### config.mk
export PLATFORM = sky130hd
export DESIGN_NAME = ocv_ram
export DESIGN_NICKNAME = d
export VERILOG_FILES = /design/src/hdl/ocv_ram.sv
export SDC_FILE = /design/constraint.sdc
export NUM_CORES = 2
export LEC_CHECK = 0
export ABC_CLOCK_PERIOD_IN_PS = 6700
export CAP_MARGIN = 20
export CORE_MARGIN = 4
export CORE_UTILIZATION = 45
export CTS_CLUSTER_DIAMETER = 100
export DETAILED_ROUTE_END_ITERATION = 7
export DONT_BUFFER_PORTS = 1
export PLACE_DENSITY = 0.65
export SLEW_MARGIN = 20
export SYNTH_ARGS = -nofsm -noshare
export SYNTH_HDL_FRONTEND = slang
export SYNTH_SLANG_ARGS = --single-unit
### constraint.sdc
create_clock -name clk -period 6.7 [get_ports clk]
set_clock_uncertainty 0.05 [all_clocks]
set_input_delay 0.335 -clock clk [delete_from_list [all_inputs] [get_ports clk]]
set_output_delay 0.335 -clock clk [all_outputs]
set_load 0.05 [all_outputs]
### src/hdl/ocv_ram.sv
module ocv_ram #(
    parameter int Width = 16,
    parameter int Depth = 256
) (
    input  logic                     clk,
    input  logic                     we,
    input  logic [$clog2(Depth)-1:0] waddr,
    input  logic [Width-1:0]         wdata,
    input  logic [$clog2(Depth)-1:0] raddr,
    output logic [Width-1:0]         rdata
);

    logic [Width-1:0] mem [Depth];

    always_ff @(posedge clk)
    begin
        if (we)
        begin
            mem[waddr] <= wdata;
        end
        rdata <= mem[raddr];
    end

endmodule

# Yosys cells after proc, flatten, opt, wreduce, memory -nomap -nowiden
# Memories as Yosys holds them, arrays and structs flattened. A register that Yosys moved wholly into a read port is not among the register bits.
# Index checks and enable logic that the tools add are counted.
# Widths: inputs -> output; s select.
# op_classes
mux,2
# op_table
op,count
$mux 1,2
# totals
register_bits,0
mem_bits_rw,4096
input_bits,34
output_inout_bits,16
wordCells,3
n_memories,1
# mem_list
name,depth,width,read_ports,rd_clocked_by_memory_dff,wr,line,rtl
mem,256,16,1,1,1,13,logic [Width-1:0] mem [Depth];

# Depth between registers and ports, before layout
# logic_depth
word_depth,2
mapped_depth,12
mapped_depth_nobuf,6

# Worst setup path after synthesis
# OpenSTA, ideal clock, no wires.
# synth_timing
kind,input to register
startpoint,input port waddr[3]
endpoint,memory mem[235][0] (enable)
setup_ns,0.388
t_arrival_ns,2.112
required_ns,6.262
slack_ns,4.150
stages,6
n_path_buf,3
path_cell_list,clkbuf_1 > nor2b_1 > clkbuf_1 > nand4_1 > clkbuf_1 > nor2_1
# synth_lines
item,line,rtl
from (decl),7,"input logic [$clog2(Depth)-1:0] waddr,"
to (decl),13,
# Straight into the memory's write port.

==> impl_metrics.prom <==
# TYPE chip_impl_metric gauge
chip_impl_info{name="run_status",value="finished, violations left"} 1
chip_impl_info{name="failed_checks",value="design-rule violations"} 1
chip_impl_metric{name="gr-usage-met1",unit="%"} 31.0
chip_impl_info{name="yosysMostFrequentCell",value="edfxtp_1"} 1
chip_impl_metric{name="ctsResizeCount",unit=""} 0
chip_impl_metric{name="fp.dieArea",unit="µm²"} 362000
chip_impl_metric{name="fin_crit_sh",unit="%"} 58.5
chip_impl_metric{name="clock-sinks",unit=""} 4112
chip_impl_metric{name="clk_pin_slew",unit="ps"} 60
chip_impl_info{name="setup.worst_path.end",value="rdata[2]"} 1
chip_impl_metric{name="cp_max_fo",unit=""} 186
chip_impl_metric{name="arrival",unit="ps"} 4650
chip_impl_metric{name="grt_pass1_wl",unit="µm"} 587000
chip_impl_metric{name="max_slew.worst_pin.slew",unit="ps"} 1250
chip_impl_metric{name="area_fraction_of_the_dominant_cell_type_after_synthesis",unit="%"} 77.5
chip_impl_metric{name="antenna_found_initial",unit=""} 23
chip_impl_metric{name="maxCapViolations",unit=""} 0
chip_impl_metric{name="synth.cell_area",unit="µm²"} 159000
chip_impl_info{name="critPathLaunchType",value="input port"} 1
chip_impl_metric{name="global_route.overflow_total",unit=""} 0
chip_impl_metric{name="cts_buffers",unit=""} 400
chip_impl_metric{name="h-tree-depth",unit=""} 5
chip_impl_info{name="worst-setup-path-type",value="input port to flip-flop"} 1
chip_impl_metric{name="dr_total_vias",unit=""} 78400
chip_impl_metric{name="drt-pass1-iter-count",unit=""} 8
chip_impl_info{name="tritoncts",value="done"} 1
chip_impl_metric{name="final_antenna_net_count",unit=""} 0
chip_impl_info{name="holdCritPathClass",value="input port to flip-flop"} 1
chip_impl_metric{name="num-nets-final",unit=""} 7703
chip_impl_metric{name="grt_use_met2",unit="%"} 35.1
chip_impl_info{name="worst_setup_path_end_kind",value="flip-flop"} 1
chip_impl_metric{name="number_of_vias_per_cell_after_detailed_routing",unit=""} 6.22
chip_impl_info{name="reg2reg_from",value="mem[139][2]"} 1
chip_impl_info{name="hold_start",value="waddr[3]"} 1
chip_impl_metric{name="flow.area_growth_from_synthesis",unit="%"} 13.1
chip_impl_info{name="top_usage_layer",value="met2"} 1
chip_impl_metric{name="finalSetupTns",unit="ps"} 0
chip_impl_metric{name="drtIter0Drc",unit=""} 10700
chip_impl_metric{name="total_cell_area_at_the_placement_stage",unit="µm²"} 165000
chip_impl_metric{name="initial_utilization",unit="%"} 45.3
chip_impl_metric{name="worst_r2r_path_depth",unit=""} 6
chip_impl_metric{name="cts-root-to-sink-buffers",unit=""} 4
chip_impl_metric{name="synth-edff-count",unit=""} 4096
chip_impl_metric{name="dieWidth",unit="µm"} 602
chip_impl_metric{name="synth.yosys.seq_area_share",unit="%"} 77.7
chip_impl_metric{name="finalInstanceArea",unit="µm²"} 179000
chip_impl_info{name="ys_top_cells_by_count",value="4096 x edfxtp_1, 797 x mux4_2, 565 x mux2i_1"} 1
chip_impl_metric{name="timing_hold_violations_final",unit=""} 0
chip_impl_metric{name="syn_avg_cell_area",unit="µm²"} 21.6
chip_impl_info{name="clk_root_buffer_cell",value="clkbuf_16"} 1
chip_impl_metric{name="detail_route.wirelength",unit="µm"} 412000
chip_impl_metric{name="power.density",unit="nW/µm²"} 300
chip_impl_metric{name="coreArea",unit="µm²"} 350000
chip_impl_info{name="rsz_0062_raised_after_global_routing",value="false"} 1
chip_impl_metric{name="final_slew_viol_count",unit=""} 0
chip_impl_metric{name="fmax",unit="GHz"} 0.255
chip_impl_metric{name="slew-limit-headroom",unit="%"} 15.5
chip_impl_metric{name="synth_async_sr_flop_share",unit="%"} 0
chip_impl_metric{name="finalCriticalPeriod",unit="ps"} 3920
chip_impl_metric{name="rrSetupSlack",unit="ps"} 3350
chip_impl_metric{name="post_route_worst_hold_slack",unit="ps"} 79.3
chip_impl_metric{name="report.final.setup_viol",unit=""} 0
chip_impl_metric{name="ys_seq_elements",unit=""} 4112
chip_impl_metric{name="number_of_global_route_vias_before_repair",unit=""} 77800
chip_impl_metric{name="largest_net_degree_at_the_start_of_global_routing",unit=""} 738
chip_impl_info{name="critPathLaunch",value="raddr[1]"} 1
chip_impl_metric{name="clk_latency",unit="ps"} 980
chip_impl_info{name="yosys_most_used_dff",value="edfxtp_1"} 1
chip_impl_metric{name="p_leak",unit="nW"} 56.3
chip_impl_metric{name="synth_warnings",unit=""} 0
chip_impl_info{name="synthTopCellsByArea",value="edfxtp_1 77%, mux4_2 11%, mux2i_1 3.6%"} 1
chip_impl_info{name="critical_path.reg2reg.endpoint",value="rdata[2]"} 1
chip_impl_metric{name="wl_per_cell",unit="µm"} 32.6
chip_impl_metric{name="max_vdd_drop",unit="mV"} 0.233
chip_impl_metric{name="hpwlAfterDp",unit="µm"} 226000
chip_impl_metric{name="port_buffers",unit=""} 0
chip_impl_metric{name="postSynthCellCount",unit=""} 7360
chip_impl_metric{name="cts_hold_repair.buffers",unit=""} 43
chip_impl_metric{name="layout_cell_share_with_drive_strength_beyond_1",unit="%"} 23.8
chip_impl_metric{name="globalRouteMet3Util",unit="%"} 4.53
chip_impl_metric{name="num_rows",unit=""} 217
chip_impl_metric{name="critical_path_required",unit="ps"} 7430
chip_impl_metric{name="die-height",unit="µm"} 602
chip_impl_metric{name="cts_post_setup_buffers_inserted",unit=""} 0
chip_impl_metric{name="drt_drc_violations_left",unit=""} 1
chip_impl_metric{name="global_route_usage_over_all_layers",unit="%"} 22.3
chip_impl_metric{name="synth_cell_types",unit=""} 52
chip_impl_info{name="cell_type_contributing_the_most_total_cell_area_after_synthesis",value="edfxtp_1"} 1
chip_impl_metric{name="synth_nets",unit=""} 7394
chip_impl_metric{name="ioPinCount",unit=""} 50
chip_impl_metric{name="gpl.final_weighted_congestion",unit=""} 0.850
[worst max-delay path, stage by stage]
cell and delay [ps]:
buf_16 700, buf_16 530, mux4_2 410, mux2_2 290, a221oi_1 950, o31ai_1 330, o32ai_1 580, nor4_1 160
[registers in the layout (all words and copies together) (netlist names)]
register	cells
rdata	16
mem	4096
[area by class of cell]
cell class	count	area [µm²]
clock inverter	258	2910
antenna	13	32.5
inverter	4	27.5
timing repair buffer	359	3830
clock buffer	483	10400
multi-input combinational	2792	33200
tap	4599	5750
sequential	4112	123000
fill	27000	171000
[worst min path at each step]
stage	to	cells after the start	slack (ps)
2_1_floorplan	mem[0][0]	0	380
3_3_place_gp	mem[246][12]	0	430
3_5_place_dp	mem[246][1]	0	430
4_1_cts	mem[226][9]	2	2
5_1_grt	rdata[9]	4	30
6_report	mem[172][5]	2	80
[placed cells by master, fill, tap and decap left out, types with 50 or more instances in the layout]
| master | instances |
|---|---|
| bufinv_16 | 50 |
| clkinv_2 | 74 |
| mux2_2 | 88 |
| nor2_1 | 218 |
| mux2i_1 | 565 |
| clkinv_1 | 88 |
| buf_4 | 265 |
| mux4_2 | 797 |
| clkbuf_1 | 77 |
| o22ai_1 | 148 |
| clkbuf_16 | 403 |
| nor3_1 | 87 |
| a21oi_1 | 175 |
| o221ai_1 | 252 |
| edfxtp_1 | 4096 |
| nor2_2 | 56 |
[logic make-up (layout without fill, tap and decap cells)]
| kind of cell | after synthesis | after routing | share of synthesized area, % |
|---|---|---|---|
| AOI/OAI and AO/OA | 786 | 786 | 3.54 |
| DFF | 4112 | 4112 | 77.7 |
| muxes | 1450 | 1450 | 15.5 |
| and+or+nand+nor | 556 | 556 | 1.57 |
| buffers and inverters | 456 | 1104 | 1.69 |
| other | 0 | 13 | 0 |
[layer usage]
metal,vias up,part of all wire [%]
met2,4098,48
met3,712,9.5
met5,-,0.026
met4,16,4.3
li1,31900,-
met1,41700,39
[metrics by stage]
stage / util [%] / power [mW] / instances / setup WS, ps
3_3_place_gp: 47.0 / 30.9 / 11800 / 2130
2_1_floorplan: - / 30.4 / 7360 / 4150
3_5_place_dp: 47.0 / 30.9 / 11800 / 2190
6_report: 51.2 / 53.8 / 12600 / 2780
4_1_cts: 51.0 / 54.0 / 12600 / 3210
5_1_grt: 51.2 / 55.3 / 12600 / 2800
[report_power, final]
part | leakage, nW | switching, mW | internal [mW]
logic | 12.9 | 1.61 | 0.877
registers | 36.9 | 0.136 | 28.4
clock network | 6.46 | 9.73 | 13.1
Note: power is estimated with default switching activity, not from simulation.
