$ cat src/hdl/ocv_pkg.sv
package ocv_pkg;

    localparam int BLOCK_LEN_DEF = 256;
    localparam int SAMPLE_W      = 16;
    localparam int TAIL_W        = 32;
    localparam int KLEN_W        = 9;
    localparam int TAP_IDX_W     = 8;
    localparam int FRAC_BITS     = 15;

    typedef struct packed {
        logic                       op;
        logic [TAP_IDX_W-1:0]       tap_index;
        logic signed [SAMPLE_W-1:0] value;
    } ocv_in_t;

    typedef struct packed {
        logic signed [SAMPLE_W-1:0] filtered;
        logic                       block_end;
    } ocv_out_t;

    typedef struct packed {
        logic clr;
        logic vld;
    } ocv_mac_ctrl_t;

    localparam logic OP_TAP    = 1'b0;
    localparam logic OP_SAMPLE = 1'b1;

endpackage

$ cat src/hdl/ocv_mac.sv
module ocv_mac #(
    parameter int BlockLen = ocv_pkg::BLOCK_LEN_DEF
) (
    input  logic                                 clk,
    input  logic                                 rst_n,
    input  ocv_pkg::ocv_mac_ctrl_t               ctrl,
    input  logic signed [ocv_pkg::SAMPLE_W-1:0]  tap,
    input  logic signed [ocv_pkg::SAMPLE_W-1:0]  sample,
    output logic signed [2*ocv_pkg::SAMPLE_W+$clog2(BlockLen)-ocv_pkg::FRAC_BITS-1:0] rounded
);
    import ocv_pkg::*;

    localparam int ProdW = 2 * SAMPLE_W;
    localparam int AccW  = ProdW + $clog2(BlockLen);
    localparam int RndW  = AccW - FRAC_BITS;

    logic signed [ProdW-1:0] prod_reg;
    logic                    pv_reg;
    logic signed [AccW-1:0]  acc_reg, acc_next;
    logic signed [AccW-1:0]  acc_biased;

    always_comb
    begin
        acc_next = acc_reg;
        if (ctrl.clr)
        begin
            acc_next = '0;
        end
        else if (pv_reg)
        begin
            acc_next = acc_reg + AccW'(prod_reg);
        end
    end

    // round half up: floor((acc + 2^14) / 2^15)
    assign acc_biased = acc_reg + AccW'(1 << (FRAC_BITS - 1));
    assign rounded    = RndW'(acc_biased >>> FRAC_BITS);

    always_ff @(posedge clk or negedge rst_n)
    begin
        if (!rst_n)
        begin
            pv_reg  <= 1'b0;
            acc_reg <= '0;
        end
        else
        begin
            pv_reg  <= ctrl.vld;
            acc_reg <= acc_next;
        end
    end

    always_ff @(posedge clk)
    begin
        if (ctrl.vld)
        begin
            prod_reg <= tap * sample;
        end
    end

endmodule

$ cat config.mk
export PLATFORM = sky130hd
export DESIGN_NAME = ocv_mac
export DESIGN_NICKNAME = d
export VERILOG_FILES = /design/src/hdl/ocv_pkg.sv /design/src/hdl/ocv_mac.sv
export SDC_FILE = /design/constraint.sdc
export NUM_CORES = 1
export LEC_CHECK = 0
export BUFFER_PORTS_ARGS = -buffer_cell sky130_fd_sc_hd__buf_2
export CAP_MARGIN = 20
export CORE_UTILIZATION = 39
export DETAILED_ROUTE_END_ITERATION = 10
export SLEW_MARGIN = 20
export SYNTH_ARGS = -nofsm -noshare
export SYNTH_HDL_FRONTEND = slang
export SYNTH_SLANG_ARGS = --single-unit
$ cat constraint.sdc
create_clock -name clk -period 3.7 [get_ports clk]
set_input_delay 0.74 -clock clk [delete_from_list [all_inputs] [get_ports clk]]
set_output_delay 0.74 -clock clk [all_outputs]
set_load 0.02 [all_outputs]
== Word level (Yosys, flattened, before mapping) ==
Index checks and enable logic that the tools add are counted.

* Flip-flop bits (word level): 73
* Input port bits: 36
* Output and inout bits: 25
* Word-level logic and storage cells: 9

* Add/subtract/negate cells: 2
* Multiply operators: 1
* Mux-type cells: 2
* Reductions and logical operators: 1

{| class="wikitable"
|+ Operator list
! operator !! count
|-
| two-way mux 40 bit || 2
|-
| adder 40 x 16 -> 40 bit, second input constant || 1
|-
| adder 40 x 32 -> 40 bit || 1
|-
| multiplier 16 x 16 -> 32 bit || 1
|-
| nonzero test 2 bit || 1
|}

== Depth between registers and ports, before layout ==
Gate-level depths: netlist of run 1.

* Word-level depth: 3
* Gate-level depth with buffers: 25
* Gate-level depth less buffers: 24

== Worst setup path before layout of run 1 ==
No wires, ideal clock.

* Path type: input to register
* Start: in tap[15] in the netlist's numbering
* End: reg prod_reg[28] (data pin)
* Library setup time: 258 ps
* Arrival time: 6180 ps
* Data required time: 3442 ps
* Setup slack: -2738 ps
* Stages: 16
* Buffers on the path: 1
* Path through: clkbuf_1 > nand2_1 > inv_1 > fa_1 > fa_1 > fa_1 > fa_1 > fa_1 > fa_1 > ha_1 > a211oi_1 > nand3_1 > or3_1 > a31o_1 > a211oi_1 > nor2_1

* Longest elaborated chain between the ends: 1

{| class="wikitable"
|+ RTL lines
! element !! RTL line !! RTL
|-
| from (decl) || ocv_mac.sv:7 || <nowiki>input logic signed [ocv_pkg::SAMPLE_W-1:0] tap,</nowiki>
|-
| multiplier 16 x 16 -> 32 bit || ocv_mac.sv:57 || <nowiki>prod_reg <= tap * sample;</nowiki>
|-
| to (signal assigned) || ocv_mac.sv:57 ||
|-
| to (decl) || ocv_mac.sv:17 || <nowiki>logic signed [ProdW-1:0] prod_reg;</nowiki>
|}

No other way between the ends.
A chain may end at the register's enable or synchronous reset.

== Worst setup path in the final report of run 1 ==
* Start: in sample[5] in the netlist's numbering
* End: reg prod_reg[31] (data pin)

* Longest elaborated chain between the ends: 1

{| class="wikitable"
|+ RTL lines
! element !! RTL line !! RTL
|-
| from (decl) || ocv_mac.sv:8 || <nowiki>input logic signed [ocv_pkg::SAMPLE_W-1:0] sample,</nowiki>
|-
| multiplier 16 x 16 -> 32 bit || ocv_mac.sv:57 ||
|}

No other way between the ends.

==> results of run 1 <==
-- metrics by stage --
stage / util / cell area [µm²] / setup TNS, ps / setup WS (ps) / hold slack [ps]
finish: 0.486 / 18300 / -42400 / -2130 / 395
global route: 0.486 / 18300 / -45960 / -2280 / 447
CTS: 0.477 / 18000 / -42190 / -2140 / 538
detailed placement: 0.452 / 17000 / -55390 / -2690 / 525
global placement: 0.452 / 17000 / -54180 / -2610 / 508
floorplan: - / 15400 / -43220 / -2370 / 444
-- cells in the final DEF, fill, tap and decap left out, types with 31 or more instances in the layout --
cell type / count
fa_1: 244
inv_2: 43
ha_1: 99
mux2i_1: 31
and2_1: 103
dfrtp_1: 40
inv_1: 276
edfxtp_1: 32
xnor2_1: 60
buf_4: 159
nor2_1: 64
buf_6: 31
nand2_1: 138
buf_2: 39
-- routing by layer --
metal / vias up / global-route usage / wire (µm) / share of wire
li1: 5363 / - / - / -
met1: 5588 / 0.246 / 16000 / 0.47
met2: 131 / 0.336 / 17100 / 0.50
met3: 28 / 0.0112 / 726 / 0.021
met4: 0 / 0.0425 / 545 / 0.016
met5: - / 0 / 0 / 0
-- worst reg2reg max path, stage by stage (launching register included) --
cell and delay, ps:
edfxtp_1 370, ha_1 240, fa_1 410, a21oi_1 240, o21ai_1 130, a21oi_2 190, o21ai_1 140, a211o_1 350
a31oi_4 290, o21ai_1 130, a31oi_1 250, or4b_1 140, o311ai_0 110
-- repair_timing --
item | in CTS | in global routing
gates resized for setup | 137 | 72
cloned | 2 | 1
hold buffers | 0 | 0
endpoints found under the setup margin | 27 | 27
pin swaps | 81 | 70
setup buffers | 18 | 11
-- logic make-up after synthesis --
kind of cell             share of synthesized area
AO/OA/AOI/OAI                               0.0833
adder cells (fa/ha/maj)                      0.454
XOR/XNOR                                    0.0504
buffers and inverters                        0.104
flip-flops                                   0.133
multiplexers                                0.0215
AND/OR/NAND/NOR                              0.154
-- cell type report --
cell class / instances / area [µm²] / share of cell area
Clock inverter: 6 / 57.6 / 0.00314
Tap cell: 511 / 639 / 0.0349
Timing Repair Buffer: 246 / 2050 / 0.112
Clock buffer: 10 / 239 / 0.0130
Inverter: 319 / 1200 / 0.0654
Sequential cell: 73 / 1990 / 0.109
Multi-Input combinational cell: 1135 / 12200 / 0.663
-- worst max path at each step --
| stage | end | slack [ps] | depth (start not counted) |
|---|---|---|---|
| global route | prod_reg[27] | -2280 | 23 |
| global placement | prod_reg[28] | -2610 | 21 |
| floorplan | prod_reg[28] | -2370 | 21 |
| finish | prod_reg[31] | -2130 | 23 |
| detailed placement | prod_reg[28] | -2690 | 20 |
| CTS | prod_reg[31] | -2140 | 23 |
==> impl_results.md, run 1 <==
* Clock tree from TritonCTS: built
* H-tree levels at 3
* Async SR Flop Fraction at 0.562
* Placer's final routability congestion estimate at 0.843
* Worst Max-Slew Pin Slew at 979 ps
* CP Buf/Inv Count at 6
* Startpoint Class: primary input
* I/O pin count at 61
* Die ar. at 39100 µm²
* Number of buffer cells added on primary ports at 60
* Count of placed standard cells in the final layout, fillers left out at 2300
* Final critical path time including I/O delays and setup at 5830 ps
* DP Wirelength at 28900 µm
* Fin. Hold Viols at 0
* Cell count after synthesis at 1597
* Critical path class: primary input to flip-flop
* Fin Clk Skew at 9.95 ps
* Warnings from Yosys at 0
* Endpoint of the most critical register-to-register path: acc_reg[32]
* Starting DRC count in detailed routing at 410
* Global-route usage over all layers at 0.187
* Per-cell via count in the routed design at 4.83
* Mean instance size in the synthesized netlist at 9.36 µm²
* Kind of end point of the critical path: flip-flop
* Dominant cells by area after synthesis: fa_1 (35%), ha_1 (10%), inv_1 (8.0%)
* Width of the die at 198 µm
* Series of cell instances along the critical path: buf_6 -> buf_6 -> and2_1 -> fa_1 -> inv_1 -> fa_1 -> fa_2 -> inv_2 -> fa_2 -> fa_1 -> inv_2 -> fa_1 -> inv_2 -> ha_4 -> and3_4 -> a221oi_2 -> nand2_1 -> a22o_4 -> o21ai_2 -> o21ai_1 -> nor2_1 -> a21oi_1 -> xnor2_1
* Worst min-delay path category: primary input to async pin
* Net total in the final layout at 2205
* Setup repair after global routing missed its margin: true
* Number of routed nets with antenna violations at 0
* Main flop type after synthesis: dfrtp_1
* Critical path peak fanout at 10
* Max reg flops at 40
* Critical Path Source: sample[5]
* Worst slew slack as a fraction of its limit at 0.347
* Number of sinks driven by the clock tree at 73
* Number of global-route vias before repair at 12100
* Maximum number of pins on one net before global-route repair at 54
* Worst path slowest cell: fa_2
* Register bit total from synthesis at 73
* Result of the run: complete, but fails checks
* Worst reg-to-reg path cell count at 12
* Effective utilization at floorplan at 0.397
* Number of fillers in the final layout at 3524
* Latest clock arrival within the worst-skew pair at 340 ps
* Pre-Repair DR Iteration Count at 4
* Area of the placeable core at 37700 µm²
* Final period utilization at 1.58
* Arrival time reported for the critical path endpoint at 5920 ps
* Biggest area consumer among synthesized cells: fa_1
* WP data required at 3790 ps
* Wire per inst at 15.0 µm
* Share of the yosys chip area belonging to registers at 0.133
* Proportion of layout cells with a drive suffix above 1 at 0.257
* Cell area after synthesis at 15000 µm²
* Syn_nets at 2018
* Number of violations of the max-capacitance limit at 0
* Maximum clock rate at 171 MHz
* Share of the synthesized area in the top cell type at 0.352
* Top cells by count, synth: inv_1 (319), fa_1 (263), nand2_1 (149)
* Number of antenna violations at the first check in global routing at 0
* Library cell with the highest instance count after synthesis: inv_1
* Diodes inserted at 0
* Violated checks: setup timing
* Total detailed-routing wirelength at 34400 µm
* Worst reg2reg startpoint: prod_reg[0]
* Clk buf depth at 2
* Number of CTS-inserted buffers at 9
* Setup ws final at -2130 ps
* Critical path's largest stage delay at 590 ps
* Count of distinct cell types in the synthesized netlist at 69
* Family of cells with the greatest summed delay on the critical path: adder cells
* Wire length of the first global-routing pass at 59300 µm
* Area added between synthesis and finish at 22.5%
* Total number of placement rows at 71
* Buffer type at the clock tree root: clkbuf_16
* Die Y at 198 µm
* Post-synth EDFFs at 32
* Reg-to-reg setup timing slack at 560 ps
* DRC Markers at 0
* Number of cells in the design after placement at 2253
* Max Transition Viols Final at 0
* Top cell by count, worst path: fa_1
* Clock slew at reported path FFs at 60 ps
* Via count at 11100
* Count of final setup violators at 26
* GRT Residual Overflow at 0
Power of run 1 is left out: the tool's default activity adds up to more than one toggle a clock period on the data nets, which glitch-free logic cannot reach.
==> run 2: changes to the inputs <==
--- a/config.mk
+++ b/config.mk
@@ -5,10 +5,10 @@
 export SDC_FILE = /design/constraint.sdc
 export NUM_CORES = 1
 export LEC_CHECK = 0
-export BUFFER_PORTS_ARGS = -buffer_cell sky130_fd_sc_hd__buf_2
 export CAP_MARGIN = 20
 export CORE_UTILIZATION = 39
 export DETAILED_ROUTE_END_ITERATION = 10
+export DONT_BUFFER_PORTS = 1
 export SLEW_MARGIN = 20
 export SYNTH_ARGS = -nofsm -noshare
 export SYNTH_HDL_FRONTEND = slang
==> run 2 against run 1 <==
Cell count down 6.2%. Count of clock-buffer cells in the layout down 1. Worst hold slack worse by 310 ps. Flip-flop and latch count unchanged. The run still ends with setup timing left. Worst setup slack better by 200 ps. Utilization down 3.6 points. Critical path depth down 2.
==> impl_results.md, run 2 (same netlist as run 1, synthesis figures left out) <==
* Result of the run: complete, but fails checks
* Violated checks: setup timing
* Total number of placement rows at 71
* Width of the die at 198 µm
* Final standard cell area without fillers at 17000 µm²
* Number of sinks driven by the clock tree at 73
* Number of cells in the design after placement at 2132
* H-tree levels at 3
* Post-Place Setup Slack at -2510 ps
* Top cell by count, worst path: fa_1
* Setup ws final at -1930 ps
* Worst min-delay path category: primary input to async pin
* Clk buf depth at 2
* DRC Markers at 0
* Number of routed nets with antenna violations at 0
* Setup repair after global routing missed its margin: true
* Total detailed-routing wirelength at 34000 µm
* Area added between synthesis and finish at 13.4%
* Maximum number of pins on one net before global-route repair at 54
* Starting DRC count in detailed routing at 454
* Critical path class: primary input to flip-flop
* Critical path peak fanout at 16
* Max reg flops at 40
* Number of violations of the max-capacitance limit at 0
* Latest clock arrival within the worst-skew pair at 350 ps
* Final period utilization at 1.52
* Number of buffer cells added on primary ports at 0
* Proportion of layout cells with a drive suffix above 1 at 0.162
* Max Transition Viols Final at 0
* Count of final setup violators at 25
* Area of the placeable core at 37700 µm²
* Maximum clock rate at 177 MHz
* Leading cell type in the layout, fill and taps excluded: inv_1
* Fin Clk Skew at 15.8 ps
* Number of global-route vias before repair at 11800
* Buffer type at the clock tree root: clkbuf_16
* Effective utilization at floorplan at 0.397
* Final critical path time including I/O delays and setup at 5630 ps
* Critical path's largest stage delay at 560 ps
* Worst Max-Slew Pin Slew at 840 ps
* Highest-count cells in the layout ignoring fill and taps: inv_1 (286), fa_1 (252), nand2_1 (144)
* Per-cell via count in the routed design at 4.93
* GRT Residual Overflow at 0
* DP Wirelength at 28000 µm
* Series of cell instances along the critical path: and2_4 -> fa_1 -> inv_2 -> fa_1 -> fa_2 -> inv_2 -> fa_1 -> fa_1 -> inv_1 -> fa_1 -> inv_2 -> ha_4 -> a21o_1 -> a221oi_2 -> nand2_2 -> a22o_4 -> o21ai_2 -> a21oi_2 -> o21a_1 -> nor2_2 -> xnor2_1
* Pre-Repair DR Iteration Count at 5
* WP data required at 3790 ps
* Placer's final routability congestion estimate at 0.873
* Net total in the final layout at 2063
* Diodes inserted at 0
* Wire length of the first global-routing pass at 58700 µm
* Number of CTS-inserted buffers at 9
* Clock tree from TritonCTS: built
* Die Y at 198 µm
* Instance area after placement at 16200 µm²
* Arrival time reported for the critical path endpoint at 5730 ps
* Startpoint Class: primary input
* Wire per inst at 15.8 µm
* Global-route usage over all layers at 0.188
* Worst slew slack as a fraction of its limit at 0.440
* Number of antenna violations at the first check in global routing at 0
* Count of placed standard cells in the final layout, fillers left out at 2158
* Clock slew at reported path FFs at 70 ps
* Worst path slowest cell: fa_1
* Via count at 10600
* Final setup TNS at -37490 ps
* Fin. Hold Viols at 0
* Die ar. at 39100 µm²
* I/O pin count at 61
* Kind of end point of the critical path: flip-flop
==> run 2: cell count changes in the layout (fill, tap and decap cells not counted), sizes merged <==
cell	change
clkbuf	-5
bufinv	-1
inv	+4
clkinv	-2
buf	-137
bufbuf	-1
==> run 2: what timing repair did <==
action                                  in CTS  in global routing
hold buffers                                 0                  0
endpoints found under the hold margin        0                  0
gates resized for setup                     65                 33
setup buffers                                7                  7
pin swaps                                   56                 15
endpoints found under the setup margin      25                 25
==> run 2: metrics by stage <==
stage | hold slack [ps] | utilization
after floorplan | 444 | -
after global placement | 447 | 0.431
after detailed placement | 447 | 0.431
after CTS | 69.9 | 0.446
after global routing | 71.4 | 0.450
final | 88.3 | 0.450
==> run 2: worst max-delay path: cells and delay by family <==
family | cells | cell delay (ps)
adder cells (fa/ha/maj) | 7 | 3240
AO/OA/AOI/OAI | 6 | 1110
AND/OR/NAND/NOR | 3 | 370
buffers and inverters | 4 | 190
XOR/XNOR | 1 | 90
==> run 2: layer usage <==
metal,vias up,wire [µm],track usage
met1,5326,15100,0.236
li1,5071,-,-
met5,-,0,0
met4,0,927,0.0580
met3,59,1020,0.0218
met2,178,16900,0.337
==> run 2: worst paths after layout <==
check / from / endpoint / slack, ps / cells past startpoint
setup / recovery: sample[4] / prod_reg[25] / -1930 / 21
setup reg to reg: prod_reg[0] / acc_reg[32] / 490 / 12
max in group asynchronous: rst_n / pv_reg / 3510 / 0
hold reg to reg: acc_reg[12] / acc_reg[12] / 530 / 2
min in group clk: ctrl[0] / pv_reg / 450 / 0
hold / removal: rst_n / acc_reg[39] / 90 / 0
==> run 2: layout make-up <==
type                       instances  area, µm²
timing repair buffer             104        837
inverter                         319       1200
tap                              511        639
clock inverter                     7       61.3
multi-input combinational       1135      12000
fill                            3680      20700
clock buffer                       9        225
sequential                        73       1990
Power of run 2 is left out for the same reason.
==> run 3: changes to the inputs <==
--- a/config.mk
+++ b/config.mk
@@ -5,11 +5,13 @@
 export SDC_FILE = /design/constraint.sdc
 export NUM_CORES = 1
 export LEC_CHECK = 0
+export ABC_AREA = 1
 export CAP_MARGIN = 20
+export CORE_ASPECT_RATIO = 2
 export CORE_UTILIZATION = 39
 export DETAILED_ROUTE_END_ITERATION = 10
 export DONT_BUFFER_PORTS = 1
-export SLEW_MARGIN = 20
+export SLEW_MARGIN = 15
 export SYNTH_ARGS = -nofsm -noshare
 export SYNTH_HDL_FRONTEND = slang
 export SYNTH_SLANG_ARGS = --single-unit
==> run 3 against run 2 <==
The run still ends with setup timing left. Utilization rose by 2.5 points. Flip-flop and latch count did not move. First-iteration DRC count fell by 4.8%. Wire length rose by 64%. Count of clock-buffer cells in the layout did not move. Critical endpoint is now prod_reg[27].
==> impl_results.md, run 3 <==
* Result of the run: complete, but fails checks
* Violated checks: setup timing
* Setup repair after global routing missed its margin: true
* Setup ws final at -1530 ps
* Clock slew at reported path FFs at 60 ps
* Proportion of layout cells with a drive suffix above 1 at 0.187
* Number of CTS-inserted buffers at 9
* WP data required at 3810 ps
* Total number of placement rows at 107
* Number of antenna violations at the first check in global routing at 1
* Fin. Hold Viols at 0
* Family of cells with the greatest summed delay on the critical path: adder cells
* Number of sinks driven by the clock tree at 73
* Global-route usage over all layers at 0.264
* I/O pin count at 61
* Wire per inst at 18.8 µm
* Critical path's largest stage delay at 540 ps
* Register bit total from synthesis at 73
* Die Y at 296 µm
* Number of violations of the max-capacitance limit at 0
* Via count at 14600
* Worst slew slack as a fraction of its limit at 0.594
* Die ar. at 44200 µm²
* Effective utilization at floorplan at 0.396
* Maximum clock rate at 191 MHz
* Max reg flops at 40
* DRC Markers at 0
* Final standard cell area without fillers at 20300 µm²
* Number of fillers in the final layout at 4280
* Buffer type at the clock tree root: clkbuf_16
* Per-cell via count in the routed design at 4.93
* H-tree levels at 3
* Highest-count cells in the layout ignoring fill and taps: nand2_1 (657), inv_1 (550), fa_1 (240)
* Final critical path time including I/O delays and setup at 5230 ps
* Clock tree from TritonCTS: built
* Latest clock arrival within the worst-skew pair at 370 ps
* Async SR Flop Fraction at 0.562
* Max Transition Viols Final at 0
* Leading cell type in the layout, fill and taps excluded: nand2_1
* Total detailed-routing wirelength at 55700 µm
* Count of distinct cell types in the synthesized netlist at 42
* Instance area after placement at 18600 µm²
* Main flop type after synthesis: dfrtp_1
* Area of the placeable core at 42700 µm²
* Syn_nets at 2772
* CP Buf/Inv Count at 6
* Number of buffer cells added on primary ports at 0
* Clk buf depth at 2
* Total of hold buffers inserted after clock tree synthesis at 0
* Net total in the final layout at 2838
* Worst min-delay path category: primary input to async pin
* Critical path class: primary input to flip-flop
* Cell count after synthesis at 2351
* GRT Residual Overflow at 0
* Biggest area consumer among synthesized cells: fa_1
* Dominant cells by area after synthesis: fa_1 (31%), nand2_1 (16%), inv_1 (14%)
* Pre-Repair DR Iteration Count at 6
* Worst Max-Slew Pin Slew at 604 ps
* Post-Place Setup Slack at -2190 ps
* Starting DRC count in detailed routing at 432
* Area added between synthesis and finish at 20.0%
* Critical path peak fanout at 4
* Warnings from Yosys at 0
* Arrival time reported for the critical path endpoint at 5340 ps
* DP Wirelength at 46400 µm
* Placer's final routability congestion estimate at 1.00
* Series of cell instances along the critical path: clkinvlp_4 -> buf_6 -> nor2_4 -> fa_1 -> fa_2 -> fa_1 -> fa_2 -> fa_1 -> inv_2 -> fa_2 -> inv_2 -> ha_4 -> a21oi_4 -> o21a_1 -> buf_4 -> buf_6 -> o21ai_4 -> nand2_1 -> nand3_2 -> xor2_1
* Worst path slowest cell: fa_1
* Kind of end point of the critical path: flip-flop
* Maximum number of pins on one net before global-route repair at 42
* Number of global-route vias before repair at 16100
* Count of final setup violators at 25
* Wire length of the first global-routing pass at 86200 µm
* Share of the synthesized area in the top cell type at 0.311
* Final period utilization at 1.41
* Post-synth EDFFs at 32
* Library cell with the highest instance count after synthesis: nand2_1
* Cell area after synthesis at 16900 µm²
* Mean instance size in the synthesized netlist at 7.19 µm²
* Fin Clk Skew at 7.83 ps
* Diodes inserted at 0
* Number of routed nets with antenna violations at 0
* Top cells by count, synth: nand2_1 (710), inv_1 (615), fa_1 (263)
* Startpoint Class: primary input
* Width of the die at 149 µm
* Share of the yosys chip area belonging to registers at 0.117
run 3: final cells by class:
| cell class | instances | area (µm²) | area share |
|---|---|---|---|
| Clock buffer | 9 | 225 | 0.0111 |
| Clock inverter | 7 | 143 | 0.00703 |
| Inverter | 616 | 2320 | 0.115 |
| Multi-Input combinational cell | 1571 | 13600 | 0.672 |
| Sequential cell | 73 | 1990 | 0.0979 |
| Tap cell | 545 | 682 | 0.0336 |
| Timing Repair Buffer | 145 | 1290 | 0.0637 |
| Timing Repair inverter | 1 | 7.51 | 0.000370 |
run 3: path summary, 6_finish.rpt:
check / end / from / slack, ps / cells after the start
setup / recovery: prod_reg[27] / sample[15] / -1530 / 20
hold / removal: acc_reg[11] / rst_n / 70 / 0
setup reg to reg: acc_reg[28] / prod_reg[0] / 570 / 12
hold reg to reg: acc_reg[11] / acc_reg[11] / 490 / 2
max in group asynchronous: acc_reg[20] / rst_n / 3530 / 0
min in group clk: pv_reg / ctrl[0] / 410 / 0
run 3: cell families after synthesis:
logic type,Yosys count,synth area share
adder cells (fa/ha/maj),385,0.402
AND/OR/NAND/NOR,986,0.241
buffers and inverters,707,0.162
AO/OA/AOI/OAI,144,0.0479
flip-flops,73,0.117
XOR/XNOR,56,0.0290
run 3: repair_timing:
action / in CTS / in global routing
setup endpoints to repair: 25 / 26
pin swaps: 66 / 61
gates resized for setup: 183 / 112
setup buffers: 13 / 9
gates cloned: 1 / 0
run 3: worst register-to-register path, delay by kind of cell (launching register included):
family	cells	cell delay, ps
DFF	1	360
adders and majority gates	2	870
and+or+nand+nor	10	1800
run 3: metal layers:
layer | track usage | up-vias | part of all wire
met5 | 0 | - | 0.00023
met4 | 0.191 | 2 | 0.078
met3 | 0.0370 | 197 | 0.038
met2 | 0.541 | 365 | 0.58
met1 | 0.220 | 7075 | 0.31
li1 | - | 7001 | -
run 3: stage by stage:
| stage | std cells | util | TNS (ps) | hold WS [ps] |
|---|---|---|---|---|
| 6_report | 2967 | 0.475 | -32030 | 65.6 |
| 5_1_grt | 2967 | 0.475 | -35310 | 59.8 |
| 4_1_cts | 2958 | 0.463 | -31440 | 53.2 |
| 3_5_place_dp | 2929 | 0.436 | -45330 | 446 |
| 3_3_place_gp | 2929 | 0.436 | -44310 | 446 |
| 2_1_floorplan | 2351 | - | -39310 | 444 |
Power of run 3 is left out for the same reason.
